===== src/sv/mm3_pkg.sv =====
// Shared types, constants and helper functions for the MurmurHash3 x64 128 stream hasher.
// No dependencies; every other file of the block imports this package.
package mm3_pkg;

    localparam int WORD_W  = 64;
    localparam int COUNT_W = 4;

    // Key and accumulator mixing constants
    localparam logic [WORD_W-1:0] MIX_C1  = 64'h87c3_7b91_1142_53d5;
    localparam logic [WORD_W-1:0] MIX_C2  = 64'h4cf5_ad43_2745_937f;
    localparam logic [WORD_W-1:0] ADD_ONE = 64'h0000_0000_52dc_e729;
    localparam logic [WORD_W-1:0] ADD_TWO = 64'h0000_0000_3849_5ab5;
    localparam logic [WORD_W-1:0] FIN_M1  = 64'hff51_afd7_ed55_8ccd;
    localparam logic [WORD_W-1:0] FIN_M2  = 64'hc4ce_b9fe_1a85_ec53;

    // Bytes in a full word
    localparam logic [COUNT_W-1:0] FULL_COUNT = 4'd8;

    // Command queue between front and back
    localparam int Q_DEPTH = 2;
    localparam int Q_PTR_W = $clog2(Q_DEPTH);
    localparam int Q_CNT_W = $clog2(Q_DEPTH + 1);

    // Command kinds
    localparam logic [1:0] CMD_BODY     = 2'd0;  // body block only
    localparam logic [1:0] CMD_BODY_FIN = 2'd1;  // body block, then finalize
    localparam logic [1:0] CMD_TAIL_FIN = 2'd2;  // tail fold, then finalize

    typedef struct packed {
        logic [1:0]        kind;
        logic [WORD_W-1:0] key_one;   // word for the h1 lane
        logic [WORD_W-1:0] key_two;   // word for the h2 lane
        logic [WORD_W-1:0] length;    // message length, finalize only
    } mm3_cmd_t;

    function automatic logic [WORD_W-1:0] rotl64(input logic [WORD_W-1:0] v,
                                                 input int unsigned s);
        rotl64 = (v << s) | (v >> (WORD_W - s));
    endfunction

    function automatic logic [WORD_W-1:0] times_five(input logic [WORD_W-1:0] v);
        times_five = v + (v << 2);
    endfunction

    function automatic logic [WORD_W-1:0] fold_shift(input logic [WORD_W-1:0] v);
        fold_shift = v ^ (v >> 33);
    endfunction

endpackage


===== src/sv/mm3_queue.sv =====
// Short command queue that decouples the front end from the mixing sequencer.
// Depends on mm3_pkg.
module mm3_queue (
    input  logic              clk,
    input  logic              rst_n,
    input  logic              push,
    input  mm3_pkg::mm3_cmd_t push_cmd,
    output logic              full,
    input  logic              pop,
    output logic              q_valid,
    output mm3_pkg::mm3_cmd_t q_cmd
);
    import mm3_pkg::*;

    mm3_cmd_t           entries_reg [Q_DEPTH];
    logic [Q_PTR_W-1:0] wr_ptr_reg;
    logic [Q_PTR_W-1:0] wr_ptr_next;
    logic [Q_PTR_W-1:0] rd_ptr_reg;
    logic [Q_PTR_W-1:0] rd_ptr_next;
    logic [Q_CNT_W-1:0] cnt_reg;
    logic [Q_CNT_W-1:0] cnt_next;
    logic               do_push;
    logic               do_pop;

    assign full    = (cnt_reg == Q_CNT_W'(Q_DEPTH));
    assign q_valid = (cnt_reg != '0);
    assign q_cmd   = entries_reg[rd_ptr_reg];
    assign do_push = push && !full;
    assign do_pop  = pop && q_valid;

    // Advance pointers and occupancy
    always_comb
    begin
        wr_ptr_next = wr_ptr_reg;
        rd_ptr_next = rd_ptr_reg;
        cnt_next    = cnt_reg;
        if (do_push)
        begin
            wr_ptr_next = (wr_ptr_reg == Q_PTR_W'(Q_DEPTH - 1)) ? '0 : wr_ptr_reg + 1'b1;
        end
        if (do_pop)
        begin
            rd_ptr_next = (rd_ptr_reg == Q_PTR_W'(Q_DEPTH - 1)) ? '0 : rd_ptr_reg + 1'b1;
        end
        if (do_push && !do_pop)
        begin
            cnt_next = cnt_reg + Q_CNT_W'(1);
        end
        else if (do_pop && !do_push)
        begin
            cnt_next = cnt_reg - Q_CNT_W'(1);
        end
    end

    always_ff @(posedge clk or negedge rst_n)
    begin
        if (!rst_n)
        begin
            wr_ptr_reg <= '0;
            rd_ptr_reg <= '0;
            cnt_reg    <= '0;
        end
        else
        begin
            wr_ptr_reg <= wr_ptr_next;
            rd_ptr_reg <= rd_ptr_next;
            cnt_reg    <= cnt_next;
        end
    end

    always_ff @(posedge clk)
    begin
        if (do_push)
        begin
            entries_reg[wr_ptr_reg] <= push_cmd;
        end
    end

endmodule


===== config.mk =====
export PLATFORM = sky130hd
export DESIGN_NAME = mm3_queue
export DESIGN_NICKNAME = d
export VERILOG_FILES = /design/src/sv/mm3_pkg.sv /design/src/sv/mm3_queue.sv
export SDC_FILE = /design/constraint.sdc
export NUM_CORES = 1
export LEC_CHECK = 0
export BUFFER_PORTS_ARGS = -buffer_cell sky130_fd_sc_hd__buf_2
export CAP_MARGIN = 0
export CORE_MARGIN = 5
export CORE_UTILIZATION = 30
export DETAILED_ROUTE_END_ITERATION = 8
export GPL_ROUTABILITY_DRIVEN = 0
export MAX_ROUTING_LAYER = met4
export PLACE_DENSITY_LB_ADDON = 0.12
export SLEW_MARGIN = 15
export SYNTH_ARGS = -nofsm -noshare
export SYNTH_HDL_FRONTEND = slang
export SYNTH_SLANG_ARGS = --single-unit

===== constraint.sdc =====
create_clock -name clk -period 12.2 [get_ports clk]
set_input_delay 2.44 -clock clk [delete_from_list [all_inputs] [get_ports clk]]
set_output_delay 2.44 -clock clk [all_outputs]
set_load 0.005 [all_outputs]

==> flow_metrics.tcl <==
set metrics [dict create \
    peakVddDrop_uv 211 \
    clock_sinks 392 \
    drv_cap 0 \
    cpPeakStageDelay_ps 900 \
    min_period_over_period_pct 44.3 \
    synthTopCellsByCount "edfxtp_1, mux2_4, mux2_2" \
    clk_latency_ps 540 \
    tightest_slew_ps 1030 \
    synth.area.top_cells "edfxtp_1, mux2_4, mux2_2" \
    numCtsBuffers 44 \
    critical-path-top-delay-family "buffers and inverters" \
    status "complete, no violations" \
    crit_type "flop to output port" \
    dp_slack_ps 7140 \
    r2r-end "entries_reg[0][102]" \
    max_freq_mhz 185 \
    root_buffer "clkbuf_16" \
    finalSetupViolCount 0 \
    syn_area_per_cell_um2 23.8 \
    syn_area_um2 14800 \
    hold_start "cnt_reg[1]" \
    layout_setup_ws_ps 6790 \
    final_cell_count_no_fill 1744 \
    area_growth_syn_to_layout_pct 26.5 \
    final_layout_size_suffix_gt1_share_pct 60.4 \
    final_nets 1247 \
    grt-ovfl-total 0 \
    ys_seq_area_share_pct 79.3 \
    cp_cell_sequence "buf_4 > mux2_2 > buf_2" \
    dr.pass1.iters 4 \
    r2r_slack_ps 9150 \
    coreArea_um2 49000 \
    cp-end-kind "output port" \
    ys_warn_count 0 \
    stdcell_area_um2 18700 \
    holdWs_ps 509 \
    clockBufferDepth 3 \
    cellLeakagePower_nw 7.31 \
    r2r.worst_path.cells 5 \
    holdPathEnd "cnt_reg[1]" \
    grt_pass1_wl_um 47900 \
    die-area_um2 53900 \
    dp.cells 1666 \
    post_cts_buffers 0 \
    crit_slowest_cell "buf_4" \
    yosysMostFrequentCell "edfxtp_1" \
    die_y_um 232 \
    antenna_found_initial 7 \
    worstPathMaxFanout 53 \
    drv_slew 0 \
    synth_area_leader_cell "edfxtp_1" \
    finClkSkew_ps 9.53 \
    rsz0062_at_grt "no" \
    power_mw 4.43 \
    fin_crit_ps 5410 \
    grt_pass1_vias 7661 \
    synth_cell_types 15 \
    critPathLaunchType "flop" \
    num_rows 81 \
    multiInputGateArea_um2 2850 \
    holdBufCountCts 0 \
    synth_cells 623 \
    cts_resized 0 \
    htreeDepth 2 \
    crit_path_start "rd_ptr_reg" \
    wl_um 33300 \
    r2r-start "cnt_reg[0]" \
    ys_seq_elements 392 \
    cp.required_ps 9760 \
    path_buf_inv 2 \
    maxSlewHeadroom_pct 31.1 \
    powerDensity_nw_per_um2 236 \
    grt_usage_pct 12.1 \
    placed_area_um2 17500 \
    cp.arrival_ps 2970 \
    wl_per_cell_um 19.1 \
    clk_pin_slew_ps 50 \
    vias 7238 \
    synth_edf_count 388 \
    largest_register_ff_count 388 \
    tritoncts "built" \
    async_reset_ff_share_pct 1.02 \
    regArea_um2 11800 \
    drc 0 \
    port_buffers 393 \
    drt_iter0_markers 303 \
    ant_nets 0 \
    utilization_pct 38.3 \
    grt_max_degree 103 \
    min_path_type "flop to flop" \
    io_pins 394 \
    synth_top_flop_cell "edfxtp_1" \
    synth_top_area_share_pct 78.6 \
    initial_core_util_pct 30.3 \
    worstHoldPathCells 1 \
    die_x_um 232 \
    final.setup.tns_ps 0 \
    dp_hpwl_um 22300 \
    fill_cells 4608 \
    syn_nets 822 \
    avgViaCountPerCell 4.15 \
    hold_viol 0 \
]
[final cells by class]
class	instances	share of cell area [%]
repair buffers	401	10.9
well taps	664	4.43
clock inverters	16	0.347
flip-flops and latches	392	62.7
diodes	7	0.0935
clock buffers	55	6.21
multi-input cells	207	15.2
inverters	2	0.0401
[worst register-to-register path, delay by kind of cell (launching register included)]
kind                   cells  cell delay [ps]
and+or+nand+nor            3              760
DFF                        1              410
buffers and inverters      2             1360
[logic make-up after synthesis]
kind of cell / count (synthesis) / synth area share [%]
DFF: 392 / 79.3
adders and majority gates: 1 / 0.0844
and+or+nand+nor: 7 / 0.228
xor gates and xnor gates: 5 / 0.296
buffers and inverters: 24 / 1.55
muxes: 194 / 18.5
[report_power, final]
group	internal [mW]	total [mW]	switching, mW
Combinational	0.694	1.33	0.638
Sequential	1.84	1.94	0.0963
Clock	0.665	1.15	0.488
Total	3.20	4.43	1.22
[worst max-delay path by stage]
| stage | endpoint | slack (ps) | cells past startpoint |
|---|---|---|---|
| 4_1_cts | q_cmd[6] | 6660 | 3 |
| 5_1_grt | q_cmd[181] | 6610 | 3 |
| 3_3_place_gp | entries_reg[0][18] | 6570 | 5 |
| 6_report | q_cmd[178] | 6790 | 3 |
| 2_1_floorplan | entries_reg[0][0] | 880 | 2 |
| 3_5_place_dp | entries_reg[0][18] | 7140 | 5 |
[layer usage]
| metal | share of wire [%] | wire (um) | global-route usage [%] |
|---|---|---|---|
| met3 | 8.3 | 2780 | 4.18 |
| met1 | 40 | 13400 | 14.3 |
| met2 | 49 | 16300 | 19.6 |
| met5 | 0 | 0 | - |
| met4 | 2.5 | 844 | 4.25 |
[cell usage in the layout, fill, tap and decap left out]
master     netlist  final
and3_4           0      1
clkinv_1         0     12
inv_1            2      2
dfrtp_4          0      1
nand2_1          2      2
nor2_4           0      1
clkinv_2         0      4
diode_2          0      7
nand2b_1         1      1
or2_2            1      1
ha_1             1      1
mux2_2          44     44
mux2_4         150    150
buf_12           0      2
buf_4            0      6
clkbuf_16        0     45
dfrtp_1          4      3
xor2_1           2      2
edfxtp_1       388    388
nor2_1           2      1
clkbuf_1         0     10
buf_2            4    393
xnor2_1          3      3
(Power assumes the default switching activity.)
