## src/sv/mm3_pkg.sv

```systemverilog
// Shared types, constants and helper functions for the MurmurHash3 x64 128 stream hasher.
// No dependencies; every other file of the block imports this package.
package mm3_pkg;

    localparam int WORD_W  = 64;
    localparam int COUNT_W = 4;

    // Key and accumulator mixing constants
    localparam logic [WORD_W-1:0] MIX_C1  = 64'h87c3_7b91_1142_53d5;
    localparam logic [WORD_W-1:0] MIX_C2  = 64'h4cf5_ad43_2745_937f;
    localparam logic [WORD_W-1:0] ADD_ONE = 64'h0000_0000_52dc_e729;
    localparam logic [WORD_W-1:0] ADD_TWO = 64'h0000_0000_3849_5ab5;
    localparam logic [WORD_W-1:0] FIN_M1  = 64'hff51_afd7_ed55_8ccd;
    localparam logic [WORD_W-1:0] FIN_M2  = 64'hc4ce_b9fe_1a85_ec53;

    // Bytes in a full word
    localparam logic [COUNT_W-1:0] FULL_COUNT = 4'd8;

    // Command queue between front and back
    localparam int Q_DEPTH = 2;
    localparam int Q_PTR_W = $clog2(Q_DEPTH);
    localparam int Q_CNT_W = $clog2(Q_DEPTH + 1);

    // Command kinds
    localparam logic [1:0] CMD_BODY     = 2'd0;  // body block only
    localparam logic [1:0] CMD_BODY_FIN = 2'd1;  // body block, then finalize
    localparam logic [1:0] CMD_TAIL_FIN = 2'd2;  // tail fold, then finalize

    typedef struct packed {
        logic [1:0]        kind;
        logic [WORD_W-1:0] key_one;   // word for the h1 lane
        logic [WORD_W-1:0] key_two;   // word for the h2 lane
        logic [WORD_W-1:0] length;    // message length, finalize only
    } mm3_cmd_t;

    function automatic logic [WORD_W-1:0] rotl64(input logic [WORD_W-1:0] v,
                                                 input int unsigned s);
        rotl64 = (v << s) | (v >> (WORD_W - s));
    endfunction

    function automatic logic [WORD_W-1:0] times_five(input logic [WORD_W-1:0] v);
        times_five = v + (v << 2);
    endfunction

    function automatic logic [WORD_W-1:0] fold_shift(input logic [WORD_W-1:0] v);
        fold_shift = v ^ (v >> 33);
    endfunction

endpackage

```

## src/sv/mm3_if.sv

```systemverilog
// Valid/ready channel interfaces for the message input and the digest output.
// Depends on mm3_pkg for field widths.
interface mm3_msg_if;
    import mm3_pkg::*;

    logic                 valid;
    logic                 ready;
    logic [WORD_W-1:0]    data_word;
    logic [COUNT_W-1:0]   byte_count;
    logic                 last;

    modport source (output valid, output data_word, output byte_count, output last,
                    input ready);
    modport sink   (input valid, input data_word, input byte_count, input last,
                    output ready);
endinterface


```

## src/sv/mm3_front.sv

```systemverilog
// Front end: accepts message words, pairs them into blocks, masks the tail and
// tracks length, then issues commands to the queue. Depends on mm3_pkg, mm3_if.
module mm3_front (
    input  logic              clk,
    input  logic              rst_n,
    mm3_msg_if.sink           msg,
    input  logic              q_full,
    output logic              push,
    output mm3_pkg::mm3_cmd_t cmd
);
    import mm3_pkg::*;

    logic              half_reg;
    logic              half_next;
    logic [WORD_W-1:0] held_reg;
    logic [WORD_W-1:0] held_next;
    logic [WORD_W-1:0] total_reg;
    logic [WORD_W-1:0] total_next;
    logic [COUNT_W-1:0] count_sat;
    logic [WORD_W-1:0] masked;
    logic              accept;

    assign msg.ready = !q_full;
    assign accept    = msg.valid && msg.ready;

    // Clamp the count and drop unused high bytes
    always_comb
    begin
        count_sat = (msg.byte_count > FULL_COUNT) ? FULL_COUNT : msg.byte_count;
        for (int i = 0; i < WORD_W / 8; i++)
        begin
            masked[8*i +: 8] = (COUNT_W'(i) < count_sat) ? msg.data_word[8*i +: 8] : 8'h00;
        end
    end

    // Classify the transfer and build the command
    always_comb
    begin
        half_next   = half_reg;
        held_next   = held_reg;
        total_next  = total_reg;
        push        = 1'b0;
        cmd.kind    = CMD_BODY;
        cmd.key_one = held_reg;
        cmd.key_two = msg.data_word;
        cmd.length  = total_reg;
        if (accept)
        begin
            if (!msg.last)
            begin
                total_next = total_reg + WORD_W'(FULL_COUNT);
                if (half_reg)
                begin
                    push      = 1'b1;
                    half_next = 1'b0;
                end
                else
                begin
                    held_next = msg.data_word;
                    half_next = 1'b1;
                end
            end
            else
            begin
                push       = 1'b1;
                cmd.length = total_reg + WORD_W'(count_sat);
                if (half_reg && count_sat == FULL_COUNT)
                begin
                    cmd.kind    = CMD_BODY_FIN;
                    cmd.key_one = held_reg;
                    cmd.key_two = masked;
                end
                else
                begin
                    cmd.kind    = CMD_TAIL_FIN;
                    cmd.key_one = half_reg ? held_reg : masked;
                    cmd.key_two = half_reg ? masked : '0;
                end
                half_next  = 1'b0;
                held_next  = '0;
                total_next = '0;
            end
        end
    end

    always_ff @(posedge clk or negedge rst_n)
    begin
        if (!rst_n)
        begin
            half_reg  <= 1'b0;
            total_reg <= '0;
        end
        else
        begin
            half_reg  <= half_next;
            total_reg <= total_next;
        end
    end

    always_ff @(posedge clk)
    begin
        held_reg <= held_next;
    end

endmodule

```

## src/flat_wrapper.sv

```systemverilog
// flat-port wrapper written by rule: the top's interface ports become plain ports
module mm3_front_flat import mm3_pkg::*;
  (clk, rst_n, q_full, push, cmd, msg_valid, msg_data_word, msg_byte_count, msg_last, msg_ready);
  mm3_msg_if msg_i ();
  input  logic clk;
  input  logic rst_n;
  input  logic q_full;
  output logic push;
  output mm3_pkg::mm3_cmd_t cmd;
  input wire logic [$bits(msg_i.valid)-1:0] msg_valid;
  input wire logic [$bits(msg_i.data_word)-1:0] msg_data_word;
  input wire logic [$bits(msg_i.byte_count)-1:0] msg_byte_count;
  input wire logic [$bits(msg_i.last)-1:0] msg_last;
  output wire logic [$bits(msg_i.ready)-1:0] msg_ready;
  assign msg_i.valid = msg_valid;
  assign msg_i.data_word = msg_data_word;
  assign msg_i.byte_count = msg_byte_count;
  assign msg_i.last = msg_last;
  assign msg_ready = msg_i.ready;
  mm3_front u_core (.clk(clk), .rst_n(rst_n), .msg(msg_i), .q_full(q_full), .push(push), .cmd(cmd));
endmodule
```

## config.mk

```make
export PLATFORM = sky130hd
export DESIGN_NAME = mm3_front_flat
export DESIGN_NICKNAME = d
export VERILOG_FILES = /design/src/sv/mm3_pkg.sv /design/src/sv/mm3_if.sv /design/src/sv/mm3_front.sv /design/src/flat_wrapper.sv
export SDC_FILE = /design/constraint.sdc
export NUM_CORES = 1
export LEC_CHECK = 0
export BUFFER_PORTS_ARGS = -buffer_cell sky130_fd_sc_hd__buf_4
export CAP_MARGIN = 20
export CORE_ASPECT_RATIO = 1.25
export CORE_MARGIN = 2
export CORE_UTILIZATION = 52
export CTS_CLUSTER_DIAMETER = 100
export DETAILED_ROUTE_END_ITERATION = 10
export PLACE_DENSITY = 0.82
export SETUP_SLACK_MARGIN = 0.15
export SLEW_MARGIN = 0
export SYNTH_ARGS = -nofsm -noshare
export SYNTH_HDL_FRONTEND = slang
export SYNTH_SLANG_ARGS = --single-unit
```

## constraint.sdc

```tcl
create_clock -name clk -period 5.4 [get_ports clk]
set_input_delay 0.27 -clock clk [delete_from_list [all_inputs] [get_ports clk]]
set_output_delay 0.27 -clock clk [all_outputs]
set_load 0.1 [all_outputs]
```

==> run_results.csv, run 1 <==
group,metric,value,unit
clocking,htreeDepth,4,
placed_design,portBuffers,268,
synthesis,syn_nets,969,
placed_design,gp_congestion,1.003,
routing,drt-pass1-iter-count,5,
critical_path,crit_path_max_fanout,8,
global_route,grtUsageMet3,9.701,%
critical_path,rr_startpoint,"u_core.total_reg[5]",
sta,rsz0062_at_grt,"false",
floorplan,start_util,52.51,%
sta,post-route-period-util,67.34,%
power_and_ir_drop,vdd.ir_drop.worst,0.2502,mV
placed_design,placed_area,10250,um2
routing,ant_nets,0,
floorplan,ios,269,
run,drv_cap,0,
worst_hold_path,hold_path_class,"in2reg",
routing,drc,0,
clocking,cts_buffers,17,
clocking,clkLatencyLatePin,0.43,ns
final_layout,antenna-diode-count,0,
synthesis,syn_avg_cell_area,9.081,um2
routing,vias_per_cell,5.875,
routing,wirelength,28.09,mm
synthesis,ys_warn_count,0,
synthesis,synth_cell_type_count,46,
critical_path,criticalPathCategory,"reg2out",
routing,wire_per_inst,20.61,um
critical_path,arrival,3.37,ns
power_and_ir_drop,leakage,4.864,nW
worst_hold_path,hp-start,"msg_data_word[14]",
critical_path,r2r-end,"u_core.total_reg[61]",
final_layout,area_delta_synth_final,34.41,%
clocking,cts_max_path_buffers,2,
clocking,ctsRootBufferMaster,"clkbuf_16",
global_route,grt_max_degree,67,
sta,hold_violations,0,
sta,skew,0.01011,ns
clocking,cts_tree,"yes",
sta,slew_violations,0,
floorplan,row_count,51,
sta,fmax,275.0,MHz
power_and_ir_drop,p_per_area,294.0,nW/um2
global_route,groute.usage.overall,33.34,%
critical_path,worst_ep_required_time,5.13,ns
synthesis,ys_ff_latch,126,
critical_path,worst_setup_path_start_kind,"flop",
placed_design,dp_hpwl,20.80,mm
worst_hold_path,min_to,"u_core.held_reg[14]",
critical_path,r2r_slack,2.59,ns
synthesis,yosys_most_used_dff,"edfxtp_1",
routing,drtIter0Drc,747,
floorplan,core_area,15440,um2
synthesis,synthArstFlopShare,49.21,%
synthesis,synth_common_cells,"nor2_1 (90), nor2b_1 (90), nand2_1 (83), xor2_1 (65), edfxtp_1 (64)",
final_layout,largest_register_ffs,64,
global_route,overflow,0,
clocking,cts.sinks,126,
routing,vias,8007,
final_layout,drive_above_1_share,27.89,%
synthesis,synth_edf_count,64,
worst_hold_path,whs_path_depth,2,
global_route,use_met2,58.05,%
global_route,grt.busiest_layer,"met2",
sta,slew_headroom,42.21,%
floorplan,die_h,143.6,um
sta,fin_tns_setup,0,ns
final_layout,fin_nets,1214,
sta,final-setup-viol-count,0,
final_layout,final_area,10900,um2
floorplan,die_area,16620,um2
clocking,cts.clk_slew.worst_paths,0.06,ns
synthesis,synth_top_area_share,23.70,%
sta,period_needed,3.637,ns
synthesis,yosysSeqAreaShare,42.83,%
critical_path,cp-end-kind,"output port",
synthesis,syn_area,8109,um2
global_route,grt_pass1_wl,42.11,mm
global_route,grt_pass1_vias,7693,
synthesis,yosysTopAreaCell,"edfxtp_1",
global_route,grt_util_met1,37.99,%
global_route,antenna_found_initial,0,
sta,worst_pin_slew,0.8668,ns
synthesis,synthTopCellsByArea,"edfxtp_1 (24%), dfrtp_1 (19%), xor2_1 (7.0%), nor2b_1 (6.9%), a22o_1 (5.2%)",
critical_path,r2r_cells,5,
synthesis,postSynthCellCount,893,
floorplan,die_w,115.7,um
status,status,"completed",
metal layers:
layer / vias up / part of all wire (%)
li1: 3674 / -
met5: - / 0
met2: 422 / 52
met1: 3841 / 36
met3: 70 / 8.7
met4: 0 / 3.8
timing repair:
action	in CTS	in global routing
setup buffers	0	0
hold buffers	1	0
gates resized for setup	0	0
hold endpoints to repair	62	0
through the flow:
| step | std cells | total power [mW] | hold slack [ns] | util [%] | worst slack (ns) |
|---|---|---|---|---|---|
| 6_report | 1363 | 3.205 | 0.1552 | 70.58 | 1.763 |
| 4_1_cts | 1363 | 3.209 | 0.1479 | 70.58 | 1.856 |
| 2_1_floorplan | 893 | 1.778 | -0.02559 | - | 0.4975 |
| 5_1_grt | 1363 | 3.285 | 0.1562 | 70.58 | 1.609 |
| 3_3_place_gp | 1330 | 1.984 | 0.4100 | 66.36 | 2.256 |
| 3_5_place_dp | 1330 | 1.989 | 0.4088 | 66.36 | 2.216 |
power by group:
| part | internal (mW) | switching, mW | total [mW] |
|---|---|---|---|
| clock | 0.775 | 0.455 | 1.23 |
| sequential | 1.05 | 0.0189 | 1.07 |
| combinational | 0.193 | 0.716 | 0.909 |
cell type report:
class	count	area [um2]
fillers	1270	4543
multi-input cells	707	4407
flip-flops and latches	126	3473
repair buffers	276	2074
clock buffers	24	556.8
well taps	212	265.3
clock inverters	8	85.08
inverters	10	37.54
cell families after synthesis:
kind of cell | Yosys count | synth area share (%)
other | 1 | 0.04624
DFF | 126 | 42.83
AOI/OAI and AO/OA | 129 | 10.82
buffers and inverters | 60 | 3.055
and+or+nand+nor | 480 | 32.63
adders and majority gates | 3 | 0.4629
xor gates and xnor gates | 94 | 10.15
worst max-delay path, cell delays in order, from the launching register on:
cell and delay (ns):
dfrtp_1 0.52, nand4_1 0.32, a211oi_2 0.76, nand2_1 0.41, nor4_1 0.44, xor2_1 0.18, buf_4 0.31
worst max-delay path by stage:
stage	startpoint	end	slack, ns	depth (start not counted)
2_1_floorplan	q_full	u_core.held_reg[0]	0.50	3
3_3_place_gp	q_full	cmd[42]	2.26	8
3_5_place_dp	q_full	cmd[58]	2.22	8
4_1_cts	u_core.total_reg[5]	cmd[58]	1.86	6
5_1_grt	u_core.total_reg[5]	cmd[58]	1.61	6
6_report	u_core.total_reg[5]	cmd[50]	1.76	6
placed cells by master, fill, tap and decap left out, types with 3 or more instances in the layout:
master,instances
nor4_4,3
clkbuf_16,21
nand4_1,39
a22o_1,48
xor2_1,65
o31ai_1,9
nand3_1,35
inv_6,3
or4_1,12
o211ai_1,3
buf_4,275
nand2_1,83
a21oi_1,27
xnor2_1,29
dfrtp_1,62
and3_1,9
and4_1,3
and2_1,43
ha_1,3
nor2b_1,90
or3_1,16
nand4_4,3
nand3b_1,4
nor2_1,89
edfxtp_1,64
nor4_1,16
inv_1,10
nor3_1,24
o21ai_0,35
No activity file was read; power rests on OpenSTA's default activity.
==> run 2, diff against run 1 <==
- ABC_AREA: default -> 1
- PLACE_DENSITY: 0.82 -> 0.81
- clock period: 5.4 -> 3.6 ns (I/O delays scaled with it)
==> run 2 against run 1 <==
Clock skew is essentially flat. Power grew 53%. Synthesized cell count grew 42%. Sequential cell count is the same. Largest cell class unchanged.
==> run_results.csv, run 2 <==
group,metric,value,unit
power_and_ir_drop,vdd.ir_drop.worst,0.2157,mV
final_layout,final_cell_mix,"nand2_1 (323), nor2_1 (314), buf_4 (276)",
critical_path,critPathSlowestCell,"dfrtp_1",
sta,post-route-period-util,82.60,%
placed_design,gp_congestion,1.020,
critical_path,cp_common_cell,"buf_4",
clocking,clkLatencyLatePin,0.43,ns
final_layout,drive_above_1_share,21.96,%
floorplan,start_util,52.95,%
clocking,cts.clk_slew.worst_paths,0.06,ns
synthesis,synth_edf_count,64,
global_route,groute.usage.overall,35.16,%
placed_design,dp_hpwl,24.40,mm
critical_path,cp-end-kind,"output port",
sta,worst_pin_slew,0.8345,ns
synthesis,yosysTopAreaCell,"edfxtp_1",
critical_path,arrival,2.79,ns
routing,ant_nets,0,
clocking,cts_tree,"yes",
synthesis,synthArstFlopShare,49.21,%
floorplan,core_area,16140,um2
critical_path,critPathMaxStageDelay,0.58,ns
critical_path,criticalPathCategory,"reg2out",
routing,drc,0,
sta,final-setup-viol-count,0,
sta,skew,0.01031,ns
synthesis,syn_area,8543,um2
critical_path,path_cells,"nor2_2 > inv_2 > buf_4 > o21ai_1 > nor2_1 > buf_4",
final_layout,largest_register_ffs,64,
critical_path,worst_ep_required_time,3.42,ns
clocking,cts.sinks,126,
routing,vias_per_cell,5.330,
floorplan,die_h,147.3,um
synthesis,ys_warn_count,0,
routing,wire_per_inst,17.48,um
floorplan,die_w,118.6,um
sta,rsz0062_at_grt,"false",
worst_hold_path,hold_path_class,"in2reg",
clocking,cts_buffers,17,
sta,slew_violations,0,
clocking,htreeDepth,4,
synthesis,ys_ff_latch,126,
global_route,grt_pass1_wl,47.58,mm
global_route,antenna_found_initial,1,
power_and_ir_drop,p_per_area,430.3,nW/um2
final_layout,fin_util,70.74,%
floorplan,row_count,52,
placed_design,portBuffers,268,
floorplan,ios,269,
power_and_ir_drop,power,4.911,mW
synthesis,yosys_most_used_dff,"edfxtp_1",
run,drv_cap,0,
status,status,"completed",
sta,hold_violations,0,
synthesis,syn_avg_cell_area,6.716,um2
final_layout,antenna-diode-count,0,
routing,drtIter0Drc,815,
routing,vias,9428,
global_route,grt_pass1_vias,8849,
synthesis,yosysSeqAreaShare,40.66,%
power_and_ir_drop,leakage,5.593,nW
global_route,grt_max_degree,67,
synthesis,synth_common_cells,"nand2_1 (323), nor2_1 (314), inv_1 (165), edfxtp_1 (64)",
final_layout,layout_commonest_cell,"nand2_1",
synthesis,syn_nets,1348,
synthesis,postSynthCellCount,1272,
final_layout,fin_nets,1616,
clocking,postCtsSetupRepairBufs,0,
global_route,overflow,0,
synthesis,yosysMostFrequentCell,"nand2_1",
sta,slew_headroom,44.37,%
final_layout,area_delta_synth_final,33.60,%
sta,fmax,336.3,MHz
synthesis,synthTopCellsByArea,"edfxtp_1 (22%), dfrtp_1 (18%), nand2_1 (14%), nor2_1 (14%), inv_1 (7.2%)",
clocking,cts_max_path_buffers,2,
routing,drt-pass1-iter-count,6,
synthesis,synth_cell_type_count,35,
routing,wirelength,30.93,mm
clocking,ctsRootBufferMaster,"clkbuf_16",
floorplan,die_area,17480,um2
sta,period_needed,2.973,ns
critical_path,worst_setup_path_start_kind,"flop",
synthesis,synth_top_area_share,22.50,%
critical_path,crit_path_max_fanout,37,
==> run 2: cell count changes in the layout (fill, tap and decap cells not counted), moves of 20 or more <==
cell     delta
nand3_1    +20
o21ai_1    +31
inv_1     +155
xor2_1     -28
xnor2_1    -22
nand2_1   +240
nor2b_1    -90
and2_1     -40
nand4_1    -24
nor2_1    +225
a22o_1     -48
==> run 2: what timing repair did <==
| item | in CTS | in global routing |
|---|---|---|
| gates resized for setup | 0 | 0 |
| hold buffers | 1 | 0 |
| hold endpoints to repair | 62 | 0 |
| endpoints found under the setup margin | 0 | 0 |
==> run 2: cells by family after synthesis <==
| group | after synthesis | synth area share, % |
|---|---|---|
| other cells | 1 | 0.04389 |
| compound gates | 142 | 9.432 |
| fa+ha+maj | 3 | 0.4394 |
| simple gates | 756 | 36.06 |
| flops | 126 | 40.66 |
| xor+xnor | 44 | 4.511 |
| buf+inv | 200 | 8.860 |
==> run 2: worst paths after layout <==
kind / endpoint / from / slack, ns / depth (start not counted)
min: u_core.held_reg[43] / msg_data_word[43] / 0.07 / 3
min reg2reg: u_core.total_reg[17] / u_core.total_reg[17] / 0.54 / 1
max: cmd[118] / u_core.half_reg / 0.63 / 6
max reg2reg: u_core.total_reg[35] / u_core.total_reg[4] / 1.51 / 9
max in group asynchronous: u_core.total_reg[8] / rst_n / 2.66 / 2
min in group asynchronous: u_core.total_reg[53] / rst_n / 0.39 / 2
==> run 2: power breakdown <==
group,switching [mW],internal (mW),total [mW],leakage [nW]
combinational,1.31,0.305,1.61,3.86
clock,0.663,1.01,1.68,0.264
sequential,0.0370,1.59,1.62,1.47
total,2.01,2.90,4.91,5.59
==> run 2: cell type report <==
type / count / area (um2)
fillers: 1421 / 4722
multi-input cells: 946 / 4368
flip-flops and latches: 126 / 3473
repair buffers: 278 / 2102
inverters: 171 / 641.9
clock buffers: 21 / 440.4
well taps: 216 / 270.3
clock inverters: 11 / 117.6
==> run 2: through the flow <==
step | cells | instance area [um2] | setup slack, ns | hold WS, ns | setup TNS [ns]
5_1_grt | 1769 | 11410 | 0.4624 | 0.08048 | 0
3_5_place_dp | 1736 | 10850 | 0.9817 | 0.3382 | 0
3_3_place_gp | 1736 | 10850 | 1.041 | 0.3328 | 0
2_1_floorplan | 1272 | 8591 | -0.1790 | -0.1156 | -4.649
6_report | 1769 | 11410 | 0.6265 | 0.06763 | 0
4_1_cts | 1769 | 11410 | 0.6270 | 0.05841 | 0
==> run 2: per-layer routing <==
layer	part of all wire [%]	routed length (um)	track usage (%)	vias to the layer above
li1	-	-	-	4552
met1	37	11400	40.07	4357
met2	51	15800	62.27	427
met3	7.0	2163	7.182	90
met4	5.0	1543	17.68	2
met5	0.036	11	0	-
==> run 2: critical path: cells and delay by family, from the launching register on <==
kind | cells | cell delay, ns
AND/OR/NAND/NOR | 2 | 0.35
flip-flops | 1 | 0.58
AO/OA/AOI/OAI | 1 | 0.27
buffers and inverters | 3 | 1.15
==> run 3, diff against run 2 <==
- CORE_UTILIZATION: 52 -> 47
- PLACE_DENSITY: 0.81 -> 0.77
- clock period: 3.6 -> 2.7 ns (I/O delays scaled with it)
==> run 3 against run 2 <==
Utilization shrank 0.15 points. Highest routed layer is now met4. Register-to-register slack lost 0.82 ns. Sequential share of layout area shrank 2.8 points.
==> run_results.csv, run 3 (same netlist as run 2, synthesis figures left out) <==
group,metric,value,unit
routing,drtIter0Drc,789,
sta,hold_violations,0,
critical_path,critPathMaxStageDelay,0.38,ns
placed_design,gp_congestion,1.026,
floorplan,row_count,55,
power_and_ir_drop,p_sw,2.798,mW
power_and_ir_drop,internal_power,3.945,mW
power_and_ir_drop,p_seq_share,31.9,%
status,status,"completed",
power_and_ir_drop,clockPowerShare,34.5,%
routing,routed.top_layer,"met4",
critical_path,path_cells,"ha_1 > nand2_1 > nor2_4 > nand2_1 > nor2_4 > nand2_2 > nor2_2 > xor2_2 > buf_12",
power_and_ir_drop,switching_share,41.50,%
global_route,antenna_found_initial,4,
critical_path,cp-end-kind,"output port",
clocking,ctsRootBufferMaster,"clkbuf_16",
critical_path,critical_path_buf_inv_count,1,
final_layout,fillers,1541,
sta,fin_tns_setup,0,ns
final_layout,layout_commonest_cell,"nand2_1",
critical_path,critPathSlowestCell,"dfrtp_1",
power_and_ir_drop,leakage,5.835,nW
routing,drt-pass1-iter-count,6,
sta,post-route-period-util,94.89,%
floorplan,die_area,19280,um2
placed_design,placed_area,11640,um2
clocking,clkLatencyLatePin,0.43,ns
global_route,overflow,0,
routing,wirelength,32.23,mm
final_layout,instances_no_fill,1797,
floorplan,core_area,17960,um2
routing,vias,9519,
routing,vias_per_cell,5.297,
critical_path,worst_ep_required_time,2.57,ns
sta,period_needed,2.562,ns
clocking,cts.clk_slew.worst_paths,0.06,ns
clocking,cts_tree,"yes",
global_route,groute.usage.overall,32.58,%
floorplan,die_w,124.6,um
routing,wire_per_inst,17.94,um
routing,wl_met2,16.80,mm
sta,final-setup-viol-count,0,
final_layout,largest_register_ffs,64,
global_route,grt_pass1_vias,8960,
routing,wl_met1,11.68,mm
sta,skew,0.009508,ns
sta,fmax,390.3,MHz
final_layout,drive_above_1_share,31.03,%
critical_path,crit_path_max_fanout,5,
sta,worst_pin_slew,0.8496,ns
final_layout,final_area,12680,um2
final_layout,final_cell_mix,"nand2_1 (319), nor2_1 (287), buf_4 (264)",
sta,slew_violations,0,
power_and_ir_drop,p_per_area,531.9,nW/um2
clocking,cts_max_path_buffers,2,
placed_design,portBuffers,268,
floorplan,die_h,154.7,um
placed_design,dp_hpwl,25.44,mm
final_layout,fin_util,70.59,%
sta,slew_headroom,43.36,%
routing,drc,0,
critical_path,criticalPathCategory,"reg2out",
critical_path,worst_setup_path_start_kind,"flop",
final_layout,area_delta_synth_final,48.40,%
power_and_ir_drop,vdd.ir_drop.worst,0.3738,mV
run,drv_cap,0,
routing,ant_nets,0,
global_route,grt_pass1_wl,48.74,mm
final_layout,fin_nets,1629,
global_route,grt_max_degree,67,
clocking,cts.sinks,126,
worst_hold_path,hold_path_class,"in2reg",
critical_path,path_delay_family,"simple AND/OR/NAND/NOR gates",
floorplan,ios,269,
clocking,htreeDepth,4,
placed_design,dpl.cell_count,1754,
routing,route.met3.wl,2.151,mm
floorplan,start_util,47.57,%
power_and_ir_drop,comb_power_share,33.7,%
clocking,cts_buffers,17,
critical_path,arrival,2.43,ns
sta,rsz0062_at_grt,"true",
run 3: power by group through the flow:
| stage | registers [mW] | clock network (mW) | logic [mW] |
|---|---|---|---|
| 2_1_floorplan | 2.18 | 0 | 1.78 |
| 3_3_place_gp | 2.18 | 0 | 2.25 |
| 3_5_place_dp | 2.19 | 0 | 2.27 |
| 4_1_cts | 2.15 | 2.33 | 2.27 |
| 5_1_grt | 2.15 | 2.41 | 2.35 |
| 6_report | 2.15 | 2.32 | 2.27 |
run 3: per-stage QoR:
stage	total power, mW	setup slack, ns	hold slack [ns]
final	6.743	0.1380	0.02782
after global routing	6.919	0.03905	0.02636
after CTS	6.753	0.1140	0.01520
after detailed placement	4.452	0.3131	0.2972
after global placement	4.429	0.3348	0.2940
after floorplan	3.954	-0.4921	-0.1606
run 3: final timing paths:
kind	from	to	cells past startpoint	slack, ns
worst max-delay path	u_core.total_reg[3]	cmd[39]	9	0.14
worst min-delay path	msg_data_word[7]	u_core.held_reg[7]	3	0.03
worst max register to register	u_core.total_reg[4]	u_core.total_reg[53]	8	0.69
worst min register to register	u_core.total_reg[28]	u_core.total_reg[28]	1	0.53
max in group asynchronous	rst_n	u_core.total_reg[22]	2	1.73
min in group asynchronous	rst_n	u_core.total_reg[23]	2	0.36
run 3: per-layer routing:
metal / track usage [%] / vias up
li1: - / 4557
met1: 36.07 / 4433
met2: 58.99 / 434
met3: 6.953 / 95
met4: 16.37 / 0
met5: 0 / -
run 3: worst reg2reg max path, stage by stage, from the launching register on:
cell     delay (ns)
dfrtp_1        0.39
ha_1           0.23
nand3_1        0.26
nor2_1         0.51
nand3_1        0.20
nor2_1         0.17
nand2_1        0.06
nand2_1        0.06
nor2_1         0.04
run 3: cell type report:
class / count / area, um2 / share of cell area, %
multi-input cells: 946 / 5274 / 41.60
flip-flops and latches: 126 / 3502 / 27.62
repair buffers: 291 / 2377 / 18.75
inverters: 171 / 646.9 / 5.102
clock buffers: 18 / 429.2 / 3.385
well taps: 228 / 285.3 / 2.250
clock inverters: 14 / 156.4 / 1.234
diodes: 3 / 7.507 / 0.05921
run 3: what timing repair did:
item                       4_1_cts  5_1_grt
buffers inserted                 0        7
hold buffers                     1        0
pin swaps                        0        7
resized for setup               37       80
setup endpoints to repair       32       40
hold endpoints to repair        62        0
